<file path="config.mk">
export PLATFORM = sky130hd
export DESIGN_NAME = quadrature_detent_button_decoder_core_flat
export DESIGN_NICKNAME = d
export VERILOG_FILES = /design/src/rtl/core/qdbd_pkg.sv /design/src/rtl/core/qdbd_if.sv /design/src/rtl/core/quadrature_detent_button_decoder_core.sv /design/src/rtl/core/qdbd_engine.sv /design/src/flat_wrapper.sv
export VERILOG_INCLUDE_DIRS = /design/src /design/src/rtl/core
export SDC_FILE = /design/constraint.sdc
export NUM_CORES = 1
export LEC_CHECK = 0
export BUFFER_PORTS_ARGS = -buffer_cell sky130_fd_sc_hd__buf_2
export CAP_MARGIN = 5
export CORE_ASPECT_RATIO = 0.7
export CORE_MARGIN = 5
export CORE_UTILIZATION = 50
export CTS_BUF_LIST = sky130_fd_sc_hd__clkbuf_16
export DETAILED_ROUTE_END_ITERATION = 8
export GPL_ROUTABILITY_DRIVEN = 0
export PLACE_DENSITY = 0.71
export SYNTH_ARGS = -nofsm -noshare
export SYNTH_HDL_FRONTEND = slang
export SYNTH_SLANG_ARGS = --single-unit
</file>
<file path="constraint.sdc">
create_clock -name clk -period 4.4 [get_ports clk]
set_clock_uncertainty 0.15 [all_clocks]
set_input_delay 0.44 -clock clk [delete_from_list [all_inputs] [get_ports clk]]
set_output_delay 0.44 -clock clk [all_outputs]
set_load 0.01 [all_outputs]
</file>
<file path="src/rtl/core/quadrature_detent_button_decoder_core_assert.svh">
// Assertion macros for the quadrature detent decoder.
// Each macro expects clk and rst_n in scope.
`ifndef QUADRATURE_DETENT_BUTTON_DECODER_CORE_ASSERT_SVH
`define QUADRATURE_DETENT_BUTTON_DECODER_CORE_ASSERT_SVH

// Same-cycle implication, checked out of reset
`define QDBD_ASSERT_NOW(lbl, ante, cons, msg) \
    lbl: assert property (@(posedge clk) disable iff (!rst_n) (ante) |-> (cons)) \
        else $error(msg);

// Next-cycle implication, checked out of reset
`define QDBD_ASSERT_NEXT(lbl, ante, cons, msg) \
    lbl: assert property (@(posedge clk) disable iff (!rst_n) (ante) |=> (cons)) \
        else $error(msg);

`endif

</file>
<file path="src/rtl/core/qdbd_pkg.sv">
package qdbd_pkg;

    // Event codes on the result channel
    localparam logic [1:0] EV_NONE  = 2'd0;
    localparam logic [1:0] EV_RIGHT = 2'd1;
    localparam logic [1:0] EV_LEFT  = 2'd2;
    localparam logic [1:0] EV_PRESS = 2'd3;

    // Configuration register indexes
    localparam logic CFG_STEPS_PER_DETENT = 1'b0;
    localparam logic CFG_DEBOUNCE_MS      = 1'b1;

    // Reset values of the configuration registers
    localparam logic [6:0]  STEPS_RESET    = 7'd4;
    localparam logic [15:0] DEBOUNCE_RESET = 16'd50;

    // One encoder/switch sample
    typedef struct packed {
        logic        phase_a;
        logic        phase_b;
        logic        switch_level;
        logic [31:0] time_ms;
    } sample_t;

    // Engine status seen by the top level checks
    typedef struct packed {
        logic primed;
        logic sum_zero;
    } status_t;

    // Quadrature transition table: index is {prev_a, prev_b, cur_a, cur_b}
    function automatic logic signed [1:0] step_of(input logic [3:0] idx);
        logic signed [1:0] step;
        unique case (idx) inside
            4'd1, 4'd7, 4'd8, 4'd14:  step = -2'sd1;
            4'd2, 4'd4, 4'd11, 4'd13: step = 2'sd1;
            default:                  step = 2'sd0;
        endcase
        return step;
    endfunction

endpackage

</file>
<file path="src/rtl/core/qdbd_if.sv">
// Sample channel: encoder levels, switch level and millisecond time
interface qdbd_sample_if;
    logic        valid;
    logic        ready;
    logic        phase_a;
    logic        phase_b;
    logic        switch_level;
    logic [31:0] time_ms;

    modport source (output valid, output phase_a, output phase_b,
                    output switch_level, output time_ms, input ready);
    modport sink   (input valid, input phase_a, input phase_b,
                    input switch_level, input time_ms, output ready);
endinterface

// Event channel: one event code per sample
interface qdbd_event_if;
    logic       valid;
    logic       ready;
    logic [1:0] event_code;

    modport source (output valid, output event_code, input ready);
    modport sink   (input valid, input event_code, output ready);
endinterface

</file>
<file path="src/rtl/core/quadrature_detent_button_decoder_core.sv">
// The sample passes through the input register, then the result register; its event is valid
// once it reaches the result register, and waits there while event_ch.ready is low.
// Throughput: one sample per cycle while event_ch.ready keeps the result register draining.
// Every sample yields exactly one event item (code 0 when nothing happened).
// Reset (rst_n low, async): steps_per_detent 4, debounce_ms 50, encoder state 3,
// switch released, detent count 0, first sample after reset only loads A/B.
`include "quadrature_detent_button_decoder_core_assert.svh"

module quadrature_detent_button_decoder_core
(
    input  logic          clk,
    input  logic          rst_n,
    qdbd_sample_if.sink   sample_ch,
    qdbd_event_if.source  event_ch,
    input  logic          wr_en,
    input  logic          wr_index,
    input  logic [15:0]   wr_data
);

    logic [6:0]          steps_reg;
    logic [15:0]         debounce_reg;

    logic                s1_valid_reg;
    qdbd_pkg::sample_t   s1_sample_reg;
    logic                out_valid_reg;
    logic [1:0]          out_code_reg;

    logic                advance;
    logic [1:0]          engine_code;
    qdbd_pkg::status_t   engine_status;

    // Configuration registers
    always_ff @(posedge clk or negedge rst_n)
    begin
        if (!rst_n)
        begin
            steps_reg    <= qdbd_pkg::STEPS_RESET;
            debounce_reg <= qdbd_pkg::DEBOUNCE_RESET;
        end
        else if (wr_en)
        begin
            case (wr_index)
                qdbd_pkg::CFG_STEPS_PER_DETENT: steps_reg    <= wr_data[6:0];
                qdbd_pkg::CFG_DEBOUNCE_MS:      debounce_reg <= wr_data;
                default:                        ;
            endcase
        end
    end

    // Stage 1 moves into the result register when it is free or draining
    assign advance         = s1_valid_reg && (!out_valid_reg || event_ch.ready);
    assign sample_ch.ready = !s1_valid_reg || advance;

    // Input register
    always_ff @(posedge clk or negedge rst_n)
    begin
        if (!rst_n)
        begin
            s1_valid_reg <= 1'b0;
        end
        else if (sample_ch.ready)
        begin
            s1_valid_reg <= sample_ch.valid;
        end
    end

    always_ff @(posedge clk)
    begin
        if (sample_ch.valid && sample_ch.ready)
        begin
            s1_sample_reg.phase_a      <= sample_ch.phase_a;
            s1_sample_reg.phase_b      <= sample_ch.phase_b;
            s1_sample_reg.switch_level <= sample_ch.switch_level;
            s1_sample_reg.time_ms      <= sample_ch.time_ms;
        end
    end

    qdbd_engine u_engine
    (
        .clk              (clk),
        .rst_n            (rst_n),
        .fire             (advance),
        .sample           (s1_sample_reg),
        .steps_per_detent (steps_reg),
        .debounce_ms      (debounce_reg),
        .event_code       (engine_code),
        .status           (engine_status)
    );

    // Result register
    always_ff @(posedge clk or negedge rst_n)
    begin
        if (!rst_n)
        begin
            out_valid_reg <= 1'b0;
        end
        else if (advance)
        begin
            out_valid_reg <= 1'b1;
        end
        else if (event_ch.ready)
        begin
            out_valid_reg <= 1'b0;
        end
    end

    always_ff @(posedge clk)
    begin
        if (advance)
        begin
            out_code_reg <= engine_code;
        end
    end

    assign event_ch.valid      = out_valid_reg;
    assign event_ch.event_code = out_code_reg;

    // Checks
    `QDBD_ASSERT_NEXT(a_first_sample_quiet, advance && !engine_status.primed,
        out_valid_reg && (out_code_reg == qdbd_pkg::EV_NONE) && engine_status.primed,
        "first sample after reset must give no event")
    `QDBD_ASSERT_NEXT(a_stalled_sample_kept, s1_valid_reg && !advance, s1_valid_reg,
        "stalled sample dropped from input register")
    `QDBD_ASSERT_NEXT(a_rotation_clears_sum,
        advance && ((engine_code == qdbd_pkg::EV_RIGHT) || (engine_code == qdbd_pkg::EV_LEFT)),
        engine_status.sum_zero,
        "detent count not cleared after rotation event")

endmodule

</file>
<file path="src/rtl/core/qdbd_engine.sv">
// Decoder state and per-sample logic: quadrature step, detent count,
// switch debounce. State advances on fire; event_code is combinational.
module qdbd_engine
(
    input  logic               clk,
    input  logic               rst_n,
    input  logic               fire,
    input  qdbd_pkg::sample_t  sample,
    input  logic [6:0]         steps_per_detent,
    input  logic [15:0]        debounce_ms,
    output logic [1:0]         event_code,
    output qdbd_pkg::status_t  status
);

    logic [1:0]        prev_quad_reg, prev_quad_next;
    logic              primed_reg, primed_next;
    logic signed [7:0] step_sum_reg, step_sum_next;
    logic              raw_switch_reg, raw_switch_next;
    logic              stable_switch_reg, stable_switch_next;
    logic [31:0]       change_time_reg, change_time_next;

    logic [1:0]        cur_quad;
    logic signed [1:0] step;
    logic signed [7:0] sum_step;
    logic signed [8:0] sum_wide;
    logic signed [8:0] limit_pos;
    logic signed [8:0] limit_neg;
    logic              hit_right;
    logic              hit_left;
    logic              sw_changed;
    logic [31:0]       elapsed;
    logic              settled;

    // Quadrature step and detent compare
    assign cur_quad  = {sample.phase_a, sample.phase_b};
    assign step      = qdbd_pkg::step_of({prev_quad_reg, cur_quad});
    assign sum_step  = step_sum_reg + {{6{step[1]}}, step};
    assign sum_wide  = {sum_step[7], sum_step};
    assign limit_pos = $signed({2'b00, steps_per_detent});
    assign limit_neg = -limit_pos;
    assign hit_right = (step != 2'sd0) && (sum_wide >= limit_pos);
    assign hit_left  = (step != 2'sd0) && (sum_wide <= limit_neg);

    // Debounce: time since the last raw level change, wrapping
    assign sw_changed = (sample.switch_level != raw_switch_reg);
    assign elapsed    = sw_changed ? 32'd0 : (sample.time_ms - change_time_reg);
    assign settled    = (elapsed >= {16'd0, debounce_ms});

    // Next state and event
    always_comb
    begin
        prev_quad_next     = cur_quad;
        primed_next        = 1'b1;
        step_sum_next      = step_sum_reg;
        raw_switch_next    = raw_switch_reg;
        stable_switch_next = stable_switch_reg;
        change_time_next   = change_time_reg;
        event_code         = qdbd_pkg::EV_NONE;

        if (primed_reg)
        begin
            if (hit_right)
            begin
                step_sum_next = 8'sd0;
                event_code    = qdbd_pkg::EV_RIGHT;
            end
            else if (hit_left)
            begin
                step_sum_next = 8'sd0;
                event_code    = qdbd_pkg::EV_LEFT;
            end
            else
            begin
                step_sum_next = sum_step;
                if (sw_changed)
                begin
                    change_time_next = sample.time_ms;
                    raw_switch_next  = sample.switch_level;
                end
                if (settled && (sample.switch_level != stable_switch_reg))
                begin
                    stable_switch_next = sample.switch_level;
                    if (!sample.switch_level)
                    begin
                        event_code = qdbd_pkg::EV_PRESS;
                    end
                end
            end
        end
    end

    // State registers
    always_ff @(posedge clk or negedge rst_n)
    begin
        if (!rst_n)
        begin
            prev_quad_reg     <= 2'b11;
            primed_reg        <= 1'b0;
            step_sum_reg      <= 8'sd0;
            raw_switch_reg    <= 1'b1;
            stable_switch_reg <= 1'b1;
            change_time_reg   <= 32'd0;
        end
        else if (fire)
        begin
            prev_quad_reg     <= prev_quad_next;
            primed_reg        <= primed_next;
            step_sum_reg      <= step_sum_next;
            raw_switch_reg    <= raw_switch_next;
            stable_switch_reg <= stable_switch_next;
            change_time_reg   <= change_time_next;
        end
    end

    assign status.primed   = primed_reg;
    assign status.sum_zero = (step_sum_reg == 8'sd0);

endmodule
</file>
<file path="src/flat_wrapper.sv">
// flat-port wrapper written by rule: the top's interface ports become plain ports
module quadrature_detent_button_decoder_core_flat 
  (clk, rst_n, wr_en, wr_index, wr_data, sample_ch_valid, sample_ch_phase_a, sample_ch_phase_b, sample_ch_switch_level, sample_ch_time_ms, sample_ch_ready, event_ch_valid, event_ch_event_code, event_ch_ready);
  qdbd_sample_if sample_ch_i ();
  qdbd_event_if event_ch_i ();
  input  logic clk;
  input  logic rst_n;
  input  logic wr_en;
  input  logic wr_index;
  input  logic [15:0] wr_data;
  input wire logic [$bits(sample_ch_i.valid)-1:0] sample_ch_valid;
  input wire logic [$bits(sample_ch_i.phase_a)-1:0] sample_ch_phase_a;
  input wire logic [$bits(sample_ch_i.phase_b)-1:0] sample_ch_phase_b;
  input wire logic [$bits(sample_ch_i.switch_level)-1:0] sample_ch_switch_level;
  input wire logic [$bits(sample_ch_i.time_ms)-1:0] sample_ch_time_ms;
  output wire logic [$bits(sample_ch_i.ready)-1:0] sample_ch_ready;
  output wire logic [$bits(event_ch_i.valid)-1:0] event_ch_valid;
  output wire logic [$bits(event_ch_i.event_code)-1:0] event_ch_event_code;
  input wire logic [$bits(event_ch_i.ready)-1:0] event_ch_ready;
  assign sample_ch_i.valid = sample_ch_valid;
  assign sample_ch_i.phase_a = sample_ch_phase_a;
  assign sample_ch_i.phase_b = sample_ch_phase_b;
  assign sample_ch_i.switch_level = sample_ch_switch_level;
  assign sample_ch_i.time_ms = sample_ch_time_ms;
  assign sample_ch_ready = sample_ch_i.ready;
  assign event_ch_valid = event_ch_i.valid;
  assign event_ch_event_code = event_ch_i.event_code;
  assign event_ch_i.ready = event_ch_ready;
  quadrature_detent_button_decoder_core u_core (.clk(clk), .rst_n(rst_n), .sample_ch(sample_ch_i), .event_ch(event_ch_i), .wr_en(wr_en), .wr_index(wr_index), .wr_data(wr_data));
endmodule
</file>
# After elaboration in Yosys (flattened, before gate mapping)
# Cells that the tools add are included.
# totals
register_bits	107
input_bits	57
out_inout_bits	4
elab_cells	65
# classes
add_sub_neg	3
n_lt_le_gt_ge	3
n_eq_ne	10
n_mux	10
bitwise_logic	4
reduce_logical	19
# op_table
operator	count
$ge A32 B16 Y1	1
$mux W32	1
$sub A32 B32 Y32	1
$eq A4 B4 Y1 const B	4
$mux W8	2
$reduce_and A5 Y1	2
$le A8 B9 Y1	1
$neg A7 Y9	1
$add A8 B8 Y8	1
$eq A4 B3 Y1 const B	2
$ge A8 B8 Y1	1
$reduce_or A4 Y1	2
$mux W2	3
$reduce_and A2 Y1	3
$logic_and A1 B1 Y1	5
$eq A4 B1 Y1 const B	1
$eq A4 B2 Y1 const B	1
$not A1 Y1	4
$pmux W2 S2	1
$reduce_bool A2 Y1	2
$mux W1	3
$logic_not A1 Y1	2
$logic_or A1 B1 Y1	2
$ne A1 B1 Y1	2
$reduce_or A2 Y1	1

# Depth between registers and ports, before layout
# logic_depth
word_depth	8
mapped_depth	20
depth_no_buf	20

# Cells and area by module
# From an unflattened synthesis, not the netlist that was laid out.
# hier_totals
hier_cells	761
hier_area_um2	7333.3
# by_module_without_submodules
mod	instances	cells_each	area_per_inst_um2	seq_area_each_um2
qdbd_engine	1	666	5181.2	1131.1
quadrature_detent_button_decoder_core	1	95	2152.1	1741.7

# Worst setup path before layout
# Ideal clock, no wire load.
# synth_path
path_kind	register to register
startpoint	reg u_core.u_engine.prev_quad_reg[0]
endpoint	reg u_core.u_engine.change_time_reg[10]
setup_time_ns	0.125
t_arrival_ns	4.064
t_required_ns	4.125
path_slack_ns	0.061
stages_incl_launch_ff	19
path_buffers	1
period_less_slack_ns	4.339
path_cell_list	dfstp_2 -> xor2_1 -> nor2_1 -> ha_1 -> a21o_1 -> a21oi_2 -> nor2b_1 -> o21a_1 -> o41ai_2 -> xnor2_1 -> inv_1 -> ha_1 -> nand4_1 -> o21ai_0 -> o221a_2 -> nor3_4 -> nand2_4 -> buf_6 -> mux2_4
# synth_via
elab_chain_cells	8
word_cells_on_any_way	20
classes_between	add/sub: 1; order compare: 2; eq/ne: 8; mux: 1; bitwise: 2; reduce/logical: 6
# synth_lines
item	line	text
start: declaration	qdbd_engine.sv:15	logic [1:0] prev_quad_reg, prev_quad_next;
start signal: assignment	qdbd_engine.sv:106	prev_quad_reg <= prev_quad_next;
$eq A4 B2 Y1 (tied with other cells)	qdbd_engine.sv:36	assign step = qdbd_pkg::step_of({prev_quad_reg, cur_quad});
$reduce_or A4 Y1	qdbd_pkg.sv:34	unique case (idx) inside
$pmux W2 S2 *	qdbd_pkg.sv:34	
$add A8 B8 Y8	qdbd_engine.sv:37	assign sum_step = step_sum_reg + {{6{step[1]}}, step};
$le A8 B9 Y1 / $ge A8 B8 Y1 (equally long branches)	qdbd_engine.sv:42, qdbd_engine.sv:41	
$logic_and A1 B1 Y1, on equally long branches	qdbd_engine.sv:42, qdbd_engine.sv:41	
$not A1 Y1 (no source line)	--	
$reduce_and A5 Y1 (no source line) *	--	
end signal: assignment	qdbd_engine.sv:111	change_time_reg <= change_time_next;
end: declaration	qdbd_engine.sv:20	logic [31:0] change_time_reg, change_time_next;
# Mark *: on every way between the ends. The rest lies on a longest branch, timed or not.
# A chain may end at the register's enable or synchronous reset.

# Worst setup path in the final report
# layout_path
startpoint	reg u_core.u_engine.prev_quad_reg[0]
endpoint	reg u_core.u_engine.change_time_reg[29]
# The elaborated chain is that of the path after synthesis.

==> run metrics <==
Synth Area in XOR/XNOR 0.0400; failing checks setup timing; post-synthesis average cell area just over 10 um^2; leakage 0.00390 uW; Synth Area in Simple Gates 0.119; post-route cell area 8360 um^2; power share of the clock group 0.126; status complete, but fails checks; PwrDens 713 nW/um^2; Synth Flop Type dfrtp_1; clock root buffer clkbuf_16; max reg flops 35; via/cell ratio 5.89; number of buffers created by CTS 9; Synth Area in Compound Gates 0.163; Core Rows 36; reg2reg path depth 19; IO Pins 61; Mapped Area a little over 7000 um^2; r2r startpoint u_core.u_engine.prev_quad_reg[0]; RR Endpoint u_core.u_engine.change_time_reg[29]; CP Launch Type flop; Sequential Power Share 0.248; share of cells above drive strength 1 0.257; internal power 3410 uW; Area growth, synth to finish 15.7%; Syn Inst Count 703; Critical Path Max Stage Delay 0.57 ns; sequential fraction of the synthesis area 0.398; WP data arrival 4.53 ns; Yosys cell types between 60 and 70; Core Util, Final 0.595; routed len/inst roughly 17 um; Slew HR 0.267; Slew Limit Fails 0; worst hold slack 0.114 ns; PnR worst setup slack -0.0528 ns; placed cell areas between 7000 and 8000 um^2; Least-Margin Pin Slew 1.10 ns; NetSw 2540 uW; Worst R2R Setup Slack -0.05 ns; shortest period the worst path allows 4.45 ns; first-pass GRT wire length 26,300 um; WP data required 4.48 ns; Max Cap Viol 0; Clock Tree Buf Depth 2; CP endpoint kind flop; largest net degree at the start of global routing 48; final-stage net count 907; mux cell area share after synthesis 0.104; total track usage 0.183; final setup violating endpoints 30; Initial Utilization 0.514; Die H 111 um; synth top area cells dfrtp_1, edfxtp_1, ha_1; VDD IR-drop max 303 uV; antenna violations before repair 0; worst skew pair latency 0.35 ns; post-route DRC violation count 0; Synth async-reset ratio 0.654; largest family of logic cells by synthesized area compound AO/OA/AOI/OAI gates; DR pass1 iterations 5; CP most frequent cell ha_4; WL final 16,700 um; switching part of the total power 0.427; CP max FO 7; Hold Path Depth 1; YS warnings 0; DIE WIDTH 154 um; synthesized flop and latch total 107; clk slew on worst S/H paths 0.08 ns; clock sinks 107; DIE AREA 17,000 um^2; ANT nets after route 0; Combinational Power Share 0.626; Synthesized Nets 832; slowest cell on the critical path dfstp_2; min-delay src sample_ch_time_ms[23]; EDFF count, synth 37; final hold vios 0; via count between 5,000 and 6,000; I/O Buffers 60; Worst Hold Class in2reg; core area 14,100 um^2; crit path capture u_core.u_engine.change_time_reg[29]; ant diodes 0; crit share post-route 1.01; Yosys top cell by area dfrtp_1; RSZ-0062 raised after global routing true; Initial DRC Count 567; Synth top area share 0.215; CTS tree built; critical path type reg2reg; adder-cell area share of the yosys netlist 0.127; fmax 225 MHz; DP Wirelength between 10,000 and 15,000 um; CTS HTree Levels 3; crit-path cells xor2_4 -> nor2_4 -> ha_4 -> a21o_1 -> a21oi_2 -> nor2b_1 -> o21a_1 -> o41ai_2 -> xnor2_1 -> inv_1 -> ha_4 -> a211o_1 -> a31oi_1 -> o221a_2 -> nor3_4 -> nand2_4 -> buf_6 -> clkbuf_16 -> mux2_4; worst setup path startpoint u_core.u_engine.prev_quad_reg[0]; number of global-route vias before repair roughly 5,500; total gr overflow 0
-- cells in the final DEF, fill, tap and decap left out, types with 4 or more instances in the layout --
| cell | netlist | final |
|---|---|---|
| a21oi_2 | 2 | 7 |
| a22o_1 | 7 | 7 |
| xnor2_1 | 17 | 13 |
| dfstp_2 | 8 | 8 |
| a211o_1 | 7 | 7 |
| nor2_1 | 44 | 42 |
| xor2_1 | 16 | 14 |
| inv_1 | 64 | 65 |
| o21a_1 | 8 | 8 |
| buf_4 | 3 | 15 |
| mux2_4 | 31 | 31 |
| nor3_1 | 7 | 7 |
| ha_1 | 70 | 63 |
| dfrtp_1 | 62 | 62 |
| mux2i_1 | 4 | 4 |
| nand2b_1 | 11 | 11 |
| o21ai_0 | 33 | 32 |
| a21oi_1 | 47 | 42 |
| a31oi_1 | 6 | 6 |
| clkbuf_16 | 0 | 12 |
| nand2_1 | 57 | 57 |
| a21o_1 | 12 | 12 |
| nand4_1 | 16 | 16 |
| buf_2 | 5 | 60 |
| and3_1 | 7 | 6 |
| nor2b_1 | 6 | 6 |
| o211ai_1 | 7 | 7 |
| ha_2 | 0 | 4 |
| a211oi_1 | 10 | 10 |
| nand3_1 | 8 | 8 |
| edfxtp_1 | 37 | 37 |
| mux2_2 | 22 | 22 |
-- metal layers --
layer | GRT usage | wire length [um] | vias to the layer above
li1 | - | - | 2691
met1 | 0.264 | 7920 | 2796
met2 | 0.284 | 7480 | 213
met3 | 0.0422 | 1100 | 27
met4 | 0.0335 | 165 | 0
met5 | 0 | 0 | -
-- power groups by stage --
stage / registers (uW) / logic (uW) / clock network (uW)
2_1_floorplan: 1440 / 2640 / 0
3_3_place_gp: 1470 / 3230 / 0
3_5_place_dp: 1480 / 3360 / 0
4_1_cts: 1470 / 3390 / 761
5_1_grt: 1510 / 4100 / 806
6_report: 1480 / 3730 / 750
-- metrics by stage --
| stage | setup WS, ns | total power, uW | setup TNS (ns) | std cells |
|---|---|---|---|---|
| global placement | 0.0768 | 4710 | 0 | 943 |
| CTS | 0.0180 | 5620 | 0 | 959 |
| detailed placement | -0.0685 | 4840 | -0.859 | 943 |
| global route | -0.203 | 6410 | -5.78 | 973 |
| finish | -0.0528 | 5960 | -0.913 | 973 |
| floorplan | 0.0611 | 4090 | 0 | 703 |
-- area by class of cell --
| class | count | area (um^2) |
|---|---|---|
| Fill cell | 1211 | 5700 |
| Tap cell | 190 | 238 |
| Clock inverter | 7 | 43.8 |
| Timing Repair Buffer | 84 | 586 |
| Sequential cell | 107 | 2870 |
| Inverter | 64 | 240 |
| Multi-Input combinational cell | 512 | 4150 |
| Clock buffer | 9 | 225 |
-- worst min-delay path by stage --
stage,slack (ns),to
floorplan,-0.006,u_core.debounce_reg[0]
global placement,0.32,u_core.event_ch.valid
detailed placement,0.34,u_core.u_engine.change_time_reg[18]
CTS,0.11,u_core.s1_sample_reg[14]
global route,0.1,u_core.s1_sample_reg[14]
finish,0.11,u_core.s1_sample_reg[23]
-- what timing repair did --
action | 4_1_cts | 5_1_grt
cloned | 0 | 3
endpoints found under the setup margin | 16 | 36
pin swaps | 0 | 13
hold buffers | 0 | 0
gates resized for setup | 3 | 34
setup buffers | 0 | 11
-- critical path: cells and delay by family, from the launching register on --
family | cells | cell delay, ns
xor+xnor | 2 | 0.44
mux | 1 | 0.30
flops | 1 | 0.57
buf+inv | 3 | 0.46
fa+ha+maj | 2 | 0.49
compound gates | 7 | 1.57
simple gates | 4 | 0.35
-- logic make-up after synthesis --
family	count (synthesis)
simple gates	176
fa+ha+maj	72
mux	57
compound gates	174
flops	107
xor+xnor	33
buf+inv	84
-- cells in the mapped netlist (all sizes together), types with 2 or more instances --
cell      n
a2111o    2
a211o     8
a211oi   12
a21o     14
a21oi    49
a22o      7
a31oi     6
and2      3
and3      7
buf      11
clkbuf    9
dfrtp    62
dfstp     8
edfxtp   37
fa        2
ha       70
inv      64
mux2     53
mux2i     4
nand2    58
nand2b   11
nand3     8
nand3b    3
nand4    16
nor2     44
nor2b     6
nor3      8
nor4      4
o2111ai   2
o211a     2
o211ai    7
o21a      8
o21ai    36
o21bai    3
o221ai    3
o22ai     2
o31ai     2
or2       3
xnor2    17
xor2     16
Power figures use the tool's default switching activity.
